**config.mk**
```make
export PLATFORM = sky130hd
export DESIGN_NAME = terminal_ring_buffer_pair_core
export DESIGN_NICKNAME = d
export VERILOG_FILES = /design/src/design/trbp_pkg.sv /design/src/design/trbp_tx_ring.sv /design/src/design/trbp_rx_ring.sv /design/src/design/trbp_stats.sv /design/src/design/terminal_ring_buffer_pair_core.sv
export SDC_FILE = /design/constraint.sdc
export NUM_CORES = 2
export LEC_CHECK = 0
export BUFFER_PORTS_ARGS = -buffer_cell sky130_fd_sc_hd__buf_2
export CAP_MARGIN = 20
export CORE_MARGIN = 8
export CORE_UTILIZATION = 55
export DETAILED_ROUTE_END_ITERATION = 8
export GPL_TIMING_DRIVEN = 0
export PLACE_DENSITY = 0.68
export SYNTH_ARGS = -nofsm -noshare
export SYNTH_HDL_FRONTEND = slang
export SYNTH_SLANG_ARGS = --single-unit
```
**constraint.sdc**
```tcl
create_clock -name clk -period 17.9 [get_ports clk]
set_clock_uncertainty 0.15 [all_clocks]
set_input_delay 2.685 -clock clk [delete_from_list [all_inputs] [get_ports clk]]
set_output_delay 2.685 -clock clk [all_outputs]
set_load 0.02 [all_outputs]
```
**src/design/trbp_pkg.sv**
```systemverilog
// ----------------------------------------------------------------------------
// trbp_pkg
// Shared types and constants for the terminal ring buffer pair.
// ----------------------------------------------------------------------------
package trbp_pkg;

	localparam int RING_DEPTH_DEF = 128;

	localparam logic [7:0] LF_CODE = 8'h0A;
	localparam logic [7:0] CR_CODE = 8'h0D;

	localparam logic CR_BEFORE_LF_RST = 1'b1;

	typedef enum logic [2:0] {
		ACT_TX_PUT   = 3'd0,
		ACT_TX_DONE  = 3'd1,
		ACT_TX_FETCH = 3'd2,
		ACT_RX_BYTE  = 3'd3,
		ACT_RX_POP   = 3'd4,
		ACT_STATS    = 3'd5
	} action_t;

	typedef struct packed {
		action_t     action;
		logic [7:0]  data_byte;
		logic [6:0]  fetch_offset;
	} item_t;

	typedef struct packed {
		logic        valid;
		logic [6:0]  offset;
		logic [7:0]  length;
	} tx_start_t;

	typedef struct packed {
		logic tx_blocked;
		logic tx_written;
		logic tx_written_two;
		logic rx_dropped;
		logic rx_received;
	} stat_evt_t;

	typedef struct packed {
		logic [31:0] write_blocked;
		logic [31:0] written;
		logic [31:0] receive_dropped;
		logic [31:0] received;
	} stat_vals_t;

endpackage

```
**src/design/trbp_tx_ring.sv**
```systemverilog
// ----------------------------------------------------------------------------
// trbp_tx_ring
// Transmit ring: byte queueing with optional CR insertion, chunk start and
// retire, and slot fetch for the sender.
// ----------------------------------------------------------------------------
module trbp_tx_ring #(
	parameter int RING_DEPTH = trbp_pkg::RING_DEPTH_DEF
) (
	input  logic                clk,
	input  logic                arst_n,
	input  logic                fire,
	input  trbp_pkg::item_t     item,
	input  logic                cr_before_lf,
	output logic                accepted,
	output trbp_pkg::tx_start_t start,
	output logic                rd_valid,
	output logic [7:0]          rd_byte,
	output trbp_pkg::stat_evt_t evt
);

	localparam int PW = $clog2(RING_DEPTH);
	localparam int HR = (RING_DEPTH + 1) / 2;
	localparam int RW = $clog2(HR);
	localparam bit ODD = (RING_DEPTH % 2) != 0;
	localparam logic [PW:0]   DEPTH_X   = (PW + 1)'(RING_DEPTH);
	localparam logic [PW-1:0] LAST_ADDR = PW'(RING_DEPTH - 1);

	function automatic logic [PW-1:0] wrap_inc(input logic [PW-1:0] ptr, input logic [PW:0] k);
		logic [PW:0] sum;
		sum = {1'b0, ptr} + k;
		return (sum >= DEPTH_X) ? PW'(sum - DEPTH_X) : PW'(sum);
	endfunction

	logic [PW-1:0] head_q, tail_q, fill_q, infl_q;
	logic [PW-1:0] head_n, tail_n, fill_n, infl_n, infl_c, len;
	logic          need2, try_start;
	logic [PW:0]   need_x, fill_sum;

	logic          wr0_en, wr1_en;
	logic [PW-1:0] wr0_addr, wr1_addr;
	logic [7:0]    wr0_data, wr1_data;
	logic          w0_last, w1_last;

	// Two banks split by address parity; consecutive slots never share a bank,
	// so a CR/LF pair is written in the same cycle. With an odd depth the top
	// slot sits in a register of its own to keep the wrap pair apart as well.
	logic [7:0]    mem0 [HR];
	logic [7:0]    mem1 [HR];
	logic          b0_we, b1_we;
	logic [RW-1:0] b0_row, b1_row;
	logic [7:0]    b0_data, b1_data;

	logic [PW-1:0] r_addr;
	logic [7:0]    rd0_q, rd1_q;
	logic          rd_bank_q, rd_last_q;
	logic [7:0]    last_rd;

	always_comb begin
		head_n    = head_q;
		tail_n    = tail_q;
		fill_n    = fill_q;
		infl_n    = infl_q;
		wr0_en    = 1'b0;
		wr1_en    = 1'b0;
		accepted  = 1'b0;
		evt       = '0;
		try_start = 1'b0;
		rd_valid  = 1'b0;
		start     = '0;

		need2    = cr_before_lf && (item.data_byte == trbp_pkg::LF_CODE);
		need_x   = need2 ? (PW + 1)'(2) : (PW + 1)'(1);
		fill_sum = {1'b0, fill_q} + need_x;
		infl_c   = (infl_q > fill_q) ? fill_q : infl_q;

		wr0_addr = head_q;
		wr1_addr = wrap_inc(head_q, (PW + 1)'(1));
		wr0_data = need2 ? trbp_pkg::CR_CODE : item.data_byte;
		wr1_data = item.data_byte;

		case (item.action)
			trbp_pkg::ACT_TX_PUT: begin
				if (fill_sum >= DEPTH_X) begin
					evt.tx_blocked = 1'b1;
				end else begin
					wr0_en             = 1'b1;
					wr1_en             = need2;
					head_n             = wrap_inc(head_q, need_x);
					fill_n             = PW'(fill_sum);
					accepted           = 1'b1;
					evt.tx_written     = 1'b1;
					evt.tx_written_two = need2;
					try_start          = 1'b1;
				end
			end
			trbp_pkg::ACT_TX_DONE: begin
				tail_n    = wrap_inc(tail_q, {1'b0, infl_c});
				fill_n    = fill_q - infl_c;
				infl_n    = '0;
				try_start = 1'b1;
			end
			trbp_pkg::ACT_TX_FETCH: begin
				rd_valid = int'(item.fetch_offset) < RING_DEPTH;
			end
			default: ;
		endcase

		// chunk runs to the ring end at most
		len = fill_n;
		if (({1'b0, fill_n} + {1'b0, tail_n}) >= DEPTH_X)
			len = PW'(DEPTH_X - {1'b0, tail_n});
		if (try_start && (infl_n == '0) && (fill_n != '0)) begin
			infl_n       = len;
			start.valid  = 1'b1;
			start.offset = 7'(tail_n);
			start.length = 8'(len);
		end
	end

	always_ff @(posedge clk or negedge arst_n) begin
		if (!arst_n) begin
			head_q <= '0;
			tail_q <= '0;
			fill_q <= '0;
			infl_q <= '0;
		end else if (fire) begin
			head_q <= head_n;
			tail_q <= tail_n;
			fill_q <= fill_n;
			infl_q <= infl_n;
		end
	end

	assign w0_last = ODD && (wr0_addr == LAST_ADDR);
	assign w1_last = ODD && (wr1_addr == LAST_ADDR);

	always_comb begin
		b0_we   = 1'b0;
		b0_row  = RW'(wr0_addr >> 1);
		b0_data = wr0_data;
		b1_we   = 1'b0;
		b1_row  = RW'(wr0_addr >> 1);
		b1_data = wr0_data;
		if (fire && wr0_en && !w0_last && !wr0_addr[0]) begin
			b0_we = 1'b1;
		end else if (fire && wr1_en && !w1_last && !wr1_addr[0]) begin
			b0_we   = 1'b1;
			b0_row  = RW'(wr1_addr >> 1);
			b0_data = wr1_data;
		end
		if (fire && wr0_en && !w0_last && wr0_addr[0]) begin
			b1_we = 1'b1;
		end else if (fire && wr1_en && !w1_last && wr1_addr[0]) begin
			b1_we   = 1'b1;
			b1_row  = RW'(wr1_addr >> 1);
			b1_data = wr1_data;
		end
	end

	always_ff @(posedge clk) begin
		if (b0_we)
			mem0[b0_row] <= b0_data;
	end

	always_ff @(posedge clk) begin
		if (b1_we)
			mem1[b1_row] <= b1_data;
	end

	assign r_addr = PW'(item.fetch_offset);

	always_ff @(posedge clk) begin
		if (fire && (item.action == trbp_pkg::ACT_TX_FETCH)) begin
			rd0_q     <= mem0[RW'(r_addr >> 1)];
			rd1_q     <= mem1[RW'(r_addr >> 1)];
			rd_bank_q <= r_addr[0];
			rd_last_q <= ODD && (r_addr == LAST_ADDR);
		end
	end

	generate
		if (ODD) begin : g_odd
			logic [7:0] slot_q;
			logic [7:0] slot_rd_q;

			always_ff @(posedge clk) begin
				if (fire && wr0_en && w0_last)
					slot_q <= wr0_data;
				else if (fire && wr1_en && w1_last)
					slot_q <= wr1_data;
			end

			always_ff @(posedge clk) begin
				if (fire && (item.action == trbp_pkg::ACT_TX_FETCH))
					slot_rd_q <= slot_q;
			end

			assign last_rd = slot_rd_q;
		end else begin : g_even
			assign last_rd = 8'h00;
		end
	endgenerate

	assign rd_byte = rd_last_q ? last_rd : (rd_bank_q ? rd1_q : rd0_q);

endmodule

```
**src/design/trbp_rx_ring.sv**
```systemverilog
// ----------------------------------------------------------------------------
// trbp_rx_ring
// Receive ring: stores incoming bytes while room remains, pops in order.
// ----------------------------------------------------------------------------
module trbp_rx_ring #(
	parameter int RING_DEPTH = trbp_pkg::RING_DEPTH_DEF
) (
	input  logic                clk,
	input  logic                arst_n,
	input  logic                fire,
	input  trbp_pkg::item_t     item,
	output logic                accepted,
	output logic                rd_valid,
	output logic [7:0]          rd_byte,
	output trbp_pkg::stat_evt_t evt
);

	localparam int PW = $clog2(RING_DEPTH);
	localparam logic [PW-1:0] LAST_ADDR = PW'(RING_DEPTH - 1);

	function automatic logic [PW-1:0] wrap_inc1(input logic [PW-1:0] ptr);
		return (ptr == LAST_ADDR) ? '0 : ptr + PW'(1);
	endfunction

	logic [PW-1:0] head_q, tail_q, fill_q;
	logic [PW-1:0] head_n, tail_n, fill_n;
	logic          wr_en;
	logic [7:0]    mem [RING_DEPTH];
	logic [7:0]    rd_q;

	always_comb begin
		head_n   = head_q;
		tail_n   = tail_q;
		fill_n   = fill_q;
		wr_en    = 1'b0;
		accepted = 1'b0;
		rd_valid = 1'b0;
		evt      = '0;
		case (item.action)
			trbp_pkg::ACT_RX_BYTE: begin
				// at most depth minus one bytes held
				if (fill_q != LAST_ADDR) begin
					wr_en           = 1'b1;
					head_n          = wrap_inc1(head_q);
					fill_n          = fill_q + PW'(1);
					accepted        = 1'b1;
					evt.rx_received = 1'b1;
				end else begin
					evt.rx_dropped = 1'b1;
				end
			end
			trbp_pkg::ACT_RX_POP: begin
				if (fill_q != '0) begin
					rd_valid = 1'b1;
					tail_n   = wrap_inc1(tail_q);
					fill_n   = fill_q - PW'(1);
				end
			end
			default: ;
		endcase
	end

	always_ff @(posedge clk or negedge arst_n) begin
		if (!arst_n) begin
			head_q <= '0;
			tail_q <= '0;
			fill_q <= '0;
		end else if (fire) begin
			head_q <= head_n;
			tail_q <= tail_n;
			fill_q <= fill_n;
		end
	end

	always_ff @(posedge clk) begin
		if (fire && wr_en)
			mem[head_q] <= item.data_byte;
	end

	always_ff @(posedge clk) begin
		if (fire && (item.action == trbp_pkg::ACT_RX_POP))
			rd_q <= mem[tail_q];
	end

	assign rd_byte = rd_q;

endmodule

```
**src/design/trbp_stats.sv**
```systemverilog
// ----------------------------------------------------------------------------
// trbp_stats
// Four wrapping 32-bit event counters, read and cleared in one beat.
// ----------------------------------------------------------------------------
module trbp_stats (
	input  logic                 clk,
	input  logic                 arst_n,
	input  logic                 fire,
	input  logic                 clear,
	input  trbp_pkg::stat_evt_t  evt,
	output trbp_pkg::stat_vals_t vals
);

	trbp_pkg::stat_vals_t cnt_q;

	always_ff @(posedge clk or negedge arst_n) begin
		if (!arst_n) begin
			cnt_q <= '0;
		end else if (fire) begin
			if (clear) begin
				cnt_q <= '0;
			end else begin
				cnt_q.write_blocked   <= cnt_q.write_blocked + 32'(evt.tx_blocked);
				cnt_q.written         <= cnt_q.written + 32'(evt.tx_written)
					+ 32'(evt.tx_written_two);
				cnt_q.receive_dropped <= cnt_q.receive_dropped + 32'(evt.rx_dropped);
				cnt_q.received        <= cnt_q.received + 32'(evt.rx_received);
			end
		end
	end

	assign vals = cnt_q;

endmodule

```
**src/design/terminal_ring_buffer_pair_core.sv**
```systemverilog
// ----------------------------------------------------------------------------
// terminal_ring_buffer_pair_core
// Transmit and receive byte rings for a terminal link, with event counters.
// ----------------------------------------------------------------------------
// Usage: one input beat (action, data_byte, fetch_offset) is taken when
// in_valid is high and in_stall is low; each input beat gives exactly one
// output beat, taken when out_valid is high and out_stall is low.
// Actions: tx put, tx done, tx fetch, rx byte, rx pop, stats read-clear.
// Each beat passes an input register, then the ring update and memory read
// land in the result register that drives the output beat.
// One beat per cycle unless stalled; each beat touches one memory port per
// ring (the tx ring writes a CR/LF pair at once across its two banks).
// When the receiver stalls, the result register holds and in_stall rises
// once the input register is also full; no beat is lost or repeated.
// cfg_wr_en/cfg_wr_data set cr_before_lf; write it only while idle.
// Reset clears both rings, the counters, and sets cr_before_lf to 1.
// Ring contents are not cleared; a fetch of a never-written tx slot is
// undefined.
// ----------------------------------------------------------------------------
module terminal_ring_buffer_pair_core #(
	parameter int RING_DEPTH = trbp_pkg::RING_DEPTH_DEF
) (
	input  logic        clk,
	input  logic        arst_n,
	input  logic        in_valid,
	output logic        in_stall,
	input  logic [2:0]  action,
	input  logic [7:0]  data_byte,
	input  logic [6:0]  fetch_offset,
	input  logic        cfg_wr_en,
	input  logic        cfg_wr_data,
	output logic        out_valid,
	input  logic        out_stall,
	output logic        accepted,
	output logic        start_valid,
	output logic [6:0]  start_offset,
	output logic [7:0]  start_length,
	output logic [7:0]  read_byte,
	output logic        read_valid,
	output logic [31:0] count_write_blocked,
	output logic [31:0] count_written,
	output logic [31:0] count_receive_dropped,
	output logic [31:0] count_received
);

	logic                 cr_q;
	logic                 valid_s1;
	trbp_pkg::item_t      item_s1;
	logic                 valid_s2;
	logic                 accepted_s2;
	trbp_pkg::tx_start_t  start_s2;
	logic                 read_valid_s2;
	logic                 read_rx_s2;
	trbp_pkg::stat_vals_t counts_s2;

	logic                 s2_ready, fire, in_take;
	logic                 tx_acc, rx_acc, tx_rd_valid, rx_rd_valid;
	logic [7:0]           tx_rd_byte, rx_rd_byte;
	trbp_pkg::tx_start_t  tx_start;
	trbp_pkg::stat_evt_t  tx_evt, rx_evt, evt;
	trbp_pkg::stat_vals_t stat_vals;
	logic                 is_stats;

	assign s2_ready = !valid_s2 || !out_stall;
	assign fire     = valid_s1 && s2_ready;
	assign in_stall = valid_s1 && !s2_ready;
	assign in_take  = in_valid && !in_stall;

	always_ff @(posedge clk or negedge arst_n) begin
		if (!arst_n)
			cr_q <= trbp_pkg::CR_BEFORE_LF_RST;
		else if (cfg_wr_en)
			cr_q <= cfg_wr_data;
	end

	always_ff @(posedge clk or negedge arst_n) begin
		if (!arst_n)
			valid_s1 <= 1'b0;
		else if (in_take)
			valid_s1 <= 1'b1;
		else if (fire)
			valid_s1 <= 1'b0;
	end

	always_ff @(posedge clk) begin
		if (in_take) begin
			item_s1.action       <= trbp_pkg::action_t'(action);
			item_s1.data_byte    <= data_byte;
			item_s1.fetch_offset <= fetch_offset;
		end
	end

	trbp_tx_ring #(.RING_DEPTH(RING_DEPTH)) u_tx (
		.clk         (clk),
		.arst_n      (arst_n),
		.fire        (fire),
		.item        (item_s1),
		.cr_before_lf(cr_q),
		.accepted    (tx_acc),
		.start       (tx_start),
		.rd_valid    (tx_rd_valid),
		.rd_byte     (tx_rd_byte),
		.evt         (tx_evt)
	);

	trbp_rx_ring #(.RING_DEPTH(RING_DEPTH)) u_rx (
		.clk      (clk),
		.arst_n   (arst_n),
		.fire     (fire),
		.item     (item_s1),
		.accepted (rx_acc),
		.rd_valid (rx_rd_valid),
		.rd_byte  (rx_rd_byte),
		.evt      (rx_evt)
	);

	assign evt      = tx_evt | rx_evt;
	assign is_stats = item_s1.action == trbp_pkg::ACT_STATS;

	trbp_stats u_stats (
		.clk    (clk),
		.arst_n (arst_n),
		.fire   (fire),
		.clear  (is_stats),
		.evt    (evt),
		.vals   (stat_vals)
	);

	always_ff @(posedge clk or negedge arst_n) begin
		if (!arst_n)
			valid_s2 <= 1'b0;
		else if (s2_ready)
			valid_s2 <= fire;
	end

	always_ff @(posedge clk) begin
		if (fire) begin
			accepted_s2   <= tx_acc | rx_acc;
			start_s2      <= tx_start;
			read_valid_s2 <= tx_rd_valid | rx_rd_valid;
			read_rx_s2    <= rx_rd_valid;
			counts_s2     <= is_stats ? stat_vals : '0;
		end
	end

	assign out_valid             = valid_s2;
	assign accepted              = accepted_s2;
	assign start_valid           = start_s2.valid;
	assign start_offset          = start_s2.offset;
	assign start_length          = start_s2.length;
	assign read_valid            = read_valid_s2;
	assign read_byte             = !read_valid_s2 ? 8'h00 :
		(read_rx_s2 ? rx_rd_byte : tx_rd_byte);
	assign count_write_blocked   = counts_s2.write_blocked;
	assign count_written         = counts_s2.written;
	assign count_receive_dropped = counts_s2.receive_dropped;
	assign count_received        = counts_s2.received;

endmodule

```
==> impl_metrics.py <==
metrics = {
    "clocking": {
        "cts_setup_buffers": 0,
        "root_buffer": "clkbuf_16",
        "holdBufCountCts": 0,
        "clock-sinks": 2417,
        "clockBufferDepth": 3,
        "clk_pin_slew_ps": 60,
        "cts_tree": "yes",
        "htreeDepth": 4,
        "cts_inserted_buffers": 232,
        "clock_latency_ps": 850,
        "cts_resized": 0,
    },
    "synthesis": {
        "synth-edff-count": 2237,
        "synth_area_sq_um": 96200,
        "synthFlopType": "edfxtp_1",
        "ys_seq_area_share_pct": 74.5,
        "synth_mux_area_share_pct": 16.0,
        "yosysUniqueCellTypes": 76,
        "synthAdderAreaFrac_pct": 0.723,
        "synth_xor_area_share_pct": 1.25,
        "synthTopCellsByArea": "edfxtp_1 70%, mux4_2 16%, dfrtp_1 4.7%",
        "synth.net_count": 4884,
        "synthCells": 4808,
        "async_flop_share_pct": 7.45,
        "synth_area_per_cell_sq_um": 20.0,
        "synth_top_family_by_area": "multiplexers",
        "synth_compound_gate_area_share_pct": 1.29,
        "synth_top_area_share_pct": 69.8,
        "yosys_register_bits": 2417,
        "ys_warn_count": 0,
        "yosys.area.top_type": "edfxtp_1",
        "synthSimpleGateAreaFrac_pct": 4.99,
    },
    "critical_path": {
        "worstSetupPathType": "register to register",
        "regToRegEndpoint": "u_tx.mem0[35][1]$_DFFE_PP_",
        "timing.rr.start": "item_s1[12]$_DFFE_PP_",
        "worstPathRequired_ps": 18190,
        "reg2reg_setup_slack_ps": 11050,
        "rr_worst_depth": 12,
        "startpoint_type": "register",
        "critPathMaxFanout": 30,
        "crit_start": "item_s1[12]$_DFFE_PP_",
        "end_kind": "register",
        "arrival_ps": 7140,
    },
    "route": {
        "ant_nets": 0,
        "wl_per_cell_microns": 30.2,
        "wl_mm": 236,
        "vias": 48836,
        "dr.first_iter.drc_count": 5636,
        "drc": 0,
        "firstDrtPassIters": 6,
        "vias_per_cell": 6.23,
    },
    "cells_and_area": {
        "final_nets": 5383,
        "area_growth_pct": 13.9,
        "drive_above_1_share_pct": 24.9,
        "final_area_sq_um": 110000,
        "fill_cells": 11863,
        "fin_cells": 7837,
        "postLayoutCoreUtil_pct": 63.1,
    },
    "grt": {
        "grt_pass1_vias": 48597,
        "grt_util_all_layers_pct": 25.0,
        "antenna_found_initial": 6,
        "grt_overflow": 0,
        "grt_pass1_wl_mm": 341,
        "grt_max_degree": 102,
    },
    "floorplan": {
        "initial_core_util_pct": 55.4,
        "fp.coreArea_sq_um": 174000,
        "ios": 180,
        "die-area_sq_um": 189000,
        "placementRows": 153,
        "fp.dieH_microns": 434,
        "die_x_microns": 434,
    },
    "power_and_ir_drop": {
        "p_leak_nw": 36.0,
        "finalPower_w": 0.0139,
        "max-vdd-ir-drop_mv": 0.117,
        "power.density_nw_per_um2": 127,
    },
    "outcome": {
        "outcome": "complete, no violations",
    },
    "sta": {
        "slew-limit-headroom_pct": 20.3,
        "min_period_ps": 6850,
        "hold_violations": 0,
        "fin_tns_setup_ps": 0,
        "grt_setup_unrepaired": "no",
        "fmax_mhz": 146,
        "min_period_over_period_pct": 38.3,
        "finalSetupViolations": 0,
        "finalMaxSlewViolations": 0,
        "worstMarginPinSlew_ps": 1200,
    },
    "place": {
        "dp_cells": 7391,
        "detailed_place_hpwl_mm": 162,
        "dpl-instance-area_sq_um": 102000,
        "port_buffers": 178,
        "globalplace.congestion": 0.979,
    },
    "flow_run": {
        "drv_cap": 0,
    },
    "hold_path": {
        "worstHoldStart": "item_s1[0]$_DFFE_PP_",
        "hold_class": "register to register",
        "worstHoldEndpoint": "u_tx.rd_bank_q$_DFFE_PP_",
        "min_path_cells": 0,
    },
}
## cells in the final DEF (no fill, tap or decap), types with 27 or more instances in the layout
cell type and count:
and3_1 29, nand3_1 83, nand4_1 27, inv_1 48
nand2_1 155, nor2_1 423, mux4_2 666, clkinv_2 54
edfxtp_1 2237, xnor2_1 57, buf_2 216, o21ai_0 71
buf_1 47, clkinv_1 65, ha_1 46, and2_1 132
dfrtp_1 179, clkbuf_1 188, a21oi_1 47, buf_16 45
clkbuf_16 238, xor2_1 79
## state kept, by name, summed over array words and instances, names as in the netlist, 18 cells and up
name,count
u_tx.mem1,512
item_s1,18
u_rx.mem,1024
u_stats.vals,128
u_tx.mem0,512
count_write_blocked,32
count_receive_dropped,32
count_received,32
count_written,32
## worst max-delay path, cell delays in order (launching register included)
cell and delay (ps):
edfxtp_1 760, buf_16 330, nor4b_1 300, nand4b_1 670, inv_1 570, ha_1 320, a21oi_1 510, o311a_1 520
and3_1 320, nand3_1 150, xor2_1 470, nand3_1 500, nor2_1 850
## power breakdown
group | internal, W | switching (W) | total [W]
Clock | 0.00277 | 0.00210 | 0.00486
Combinational | 0.00113 | 0.00155 | 0.00267
Sequential | 0.00626 | 0.0000695 | 0.00633
Total | 0.0102 | 0.00371 | 0.0139
## worst max-delay path by stage
stage	slack [ps]	endpoint
2_1_floorplan	9540	u_tx.fill_q[0]$_DFFE_PN0P_
3_3_place_gp	6830	u_tx.mem0[24][1]$_DFFE_PP_
3_5_place_dp	11110	u_tx.mem0[1][4]$_DFFE_PP_
4_1_cts	11050	u_tx.mem0[1][3]$_DFFE_PP_
5_1_grt	10620	u_tx.mem0[35][1]$_DFFE_PP_
6_report	11050	u_tx.mem0[35][1]$_DFFE_PP_
## kinds of logic (layout without fill, tap and decap cells)
| logic type | Yosys count | count (layout) |
|---|---|---|
| AND/OR/NAND/NOR | 1002 | 1002 |
| other | 1 | 2 |
| flip-flops | 2417 | 2417 |
| XOR/XNOR | 137 | 137 |
| buffers and inverters | 299 | 1002 |
| AO/OA/AOI/OAI | 196 | 196 |
| adder cells (fa/ha/maj) | 52 | 52 |
| multiplexers | 704 | 704 |
## cells in the mapped netlist (3+ instances only)
cell and number:
or3_1 26, or4_1 5, nor3b_1 7, or2_2 7, nor2b_1 12, and3_1 29, inv_1 48, nand3b_1 9
and4_1 14, a21o_1 10, ha_1 46, o21ai_1 3, nor4_1 17, nand2_1 155, a21boi_0 3, mux4_2 666
buf_4 5, mux2_2 19, and2_1 134, edfxtp_1 2237, a21oi_1 47, nand4_1 27, fa_1 6, xor2_1 79
and3b_1 3, a211oi_1 10, mux2i_1 19, o21a_1 5, nor2_1 424, o22ai_1 4, xnor2_1 57, clkbuf_1 160
nand2b_1 11, nor3_1 23, buf_2 37, nor4b_1 5, nand3_1 83, o21ai_0 71, a22o_1 14, o31ai_1 4
buf_1 47, dfrtp_1 179
## metrics by stage
step	hold WS, ps	setup slack (ps)
6_report	332	11050
5_1_grt	354	10620
4_1_cts	347	11050
3_5_place_dp	330	11110
3_3_place_gp	294	6830
2_1_floorplan	250	9540
## layout make-up
cell class,instances,area [sq um],area share [%]
Antenna cell,1,2.50,0.00228
Tap cell,2325,2910,2.65
Clock inverter,159,1470,1.34
Multi-Input combinational cell,2092,23400,21.3
Timing Repair Buffer,265,2810,2.57
Clock buffer,279,6130,5.59
Inverter,49,184,0.168
Buffer,250,1030,0.937
Sequential cell,2417,71700,65.4
## routing by layer
metal	vias to the layer above	GRT usage (%)	share of wire, %
li1	20434	-	-
met1	25834	34.2	39
met2	2103	41.3	50
met3	465	3.75	6.8
met4	0	9.30	4.3
met5	-	0	0
No activity file was read; power rests on OpenSTA's default activity.
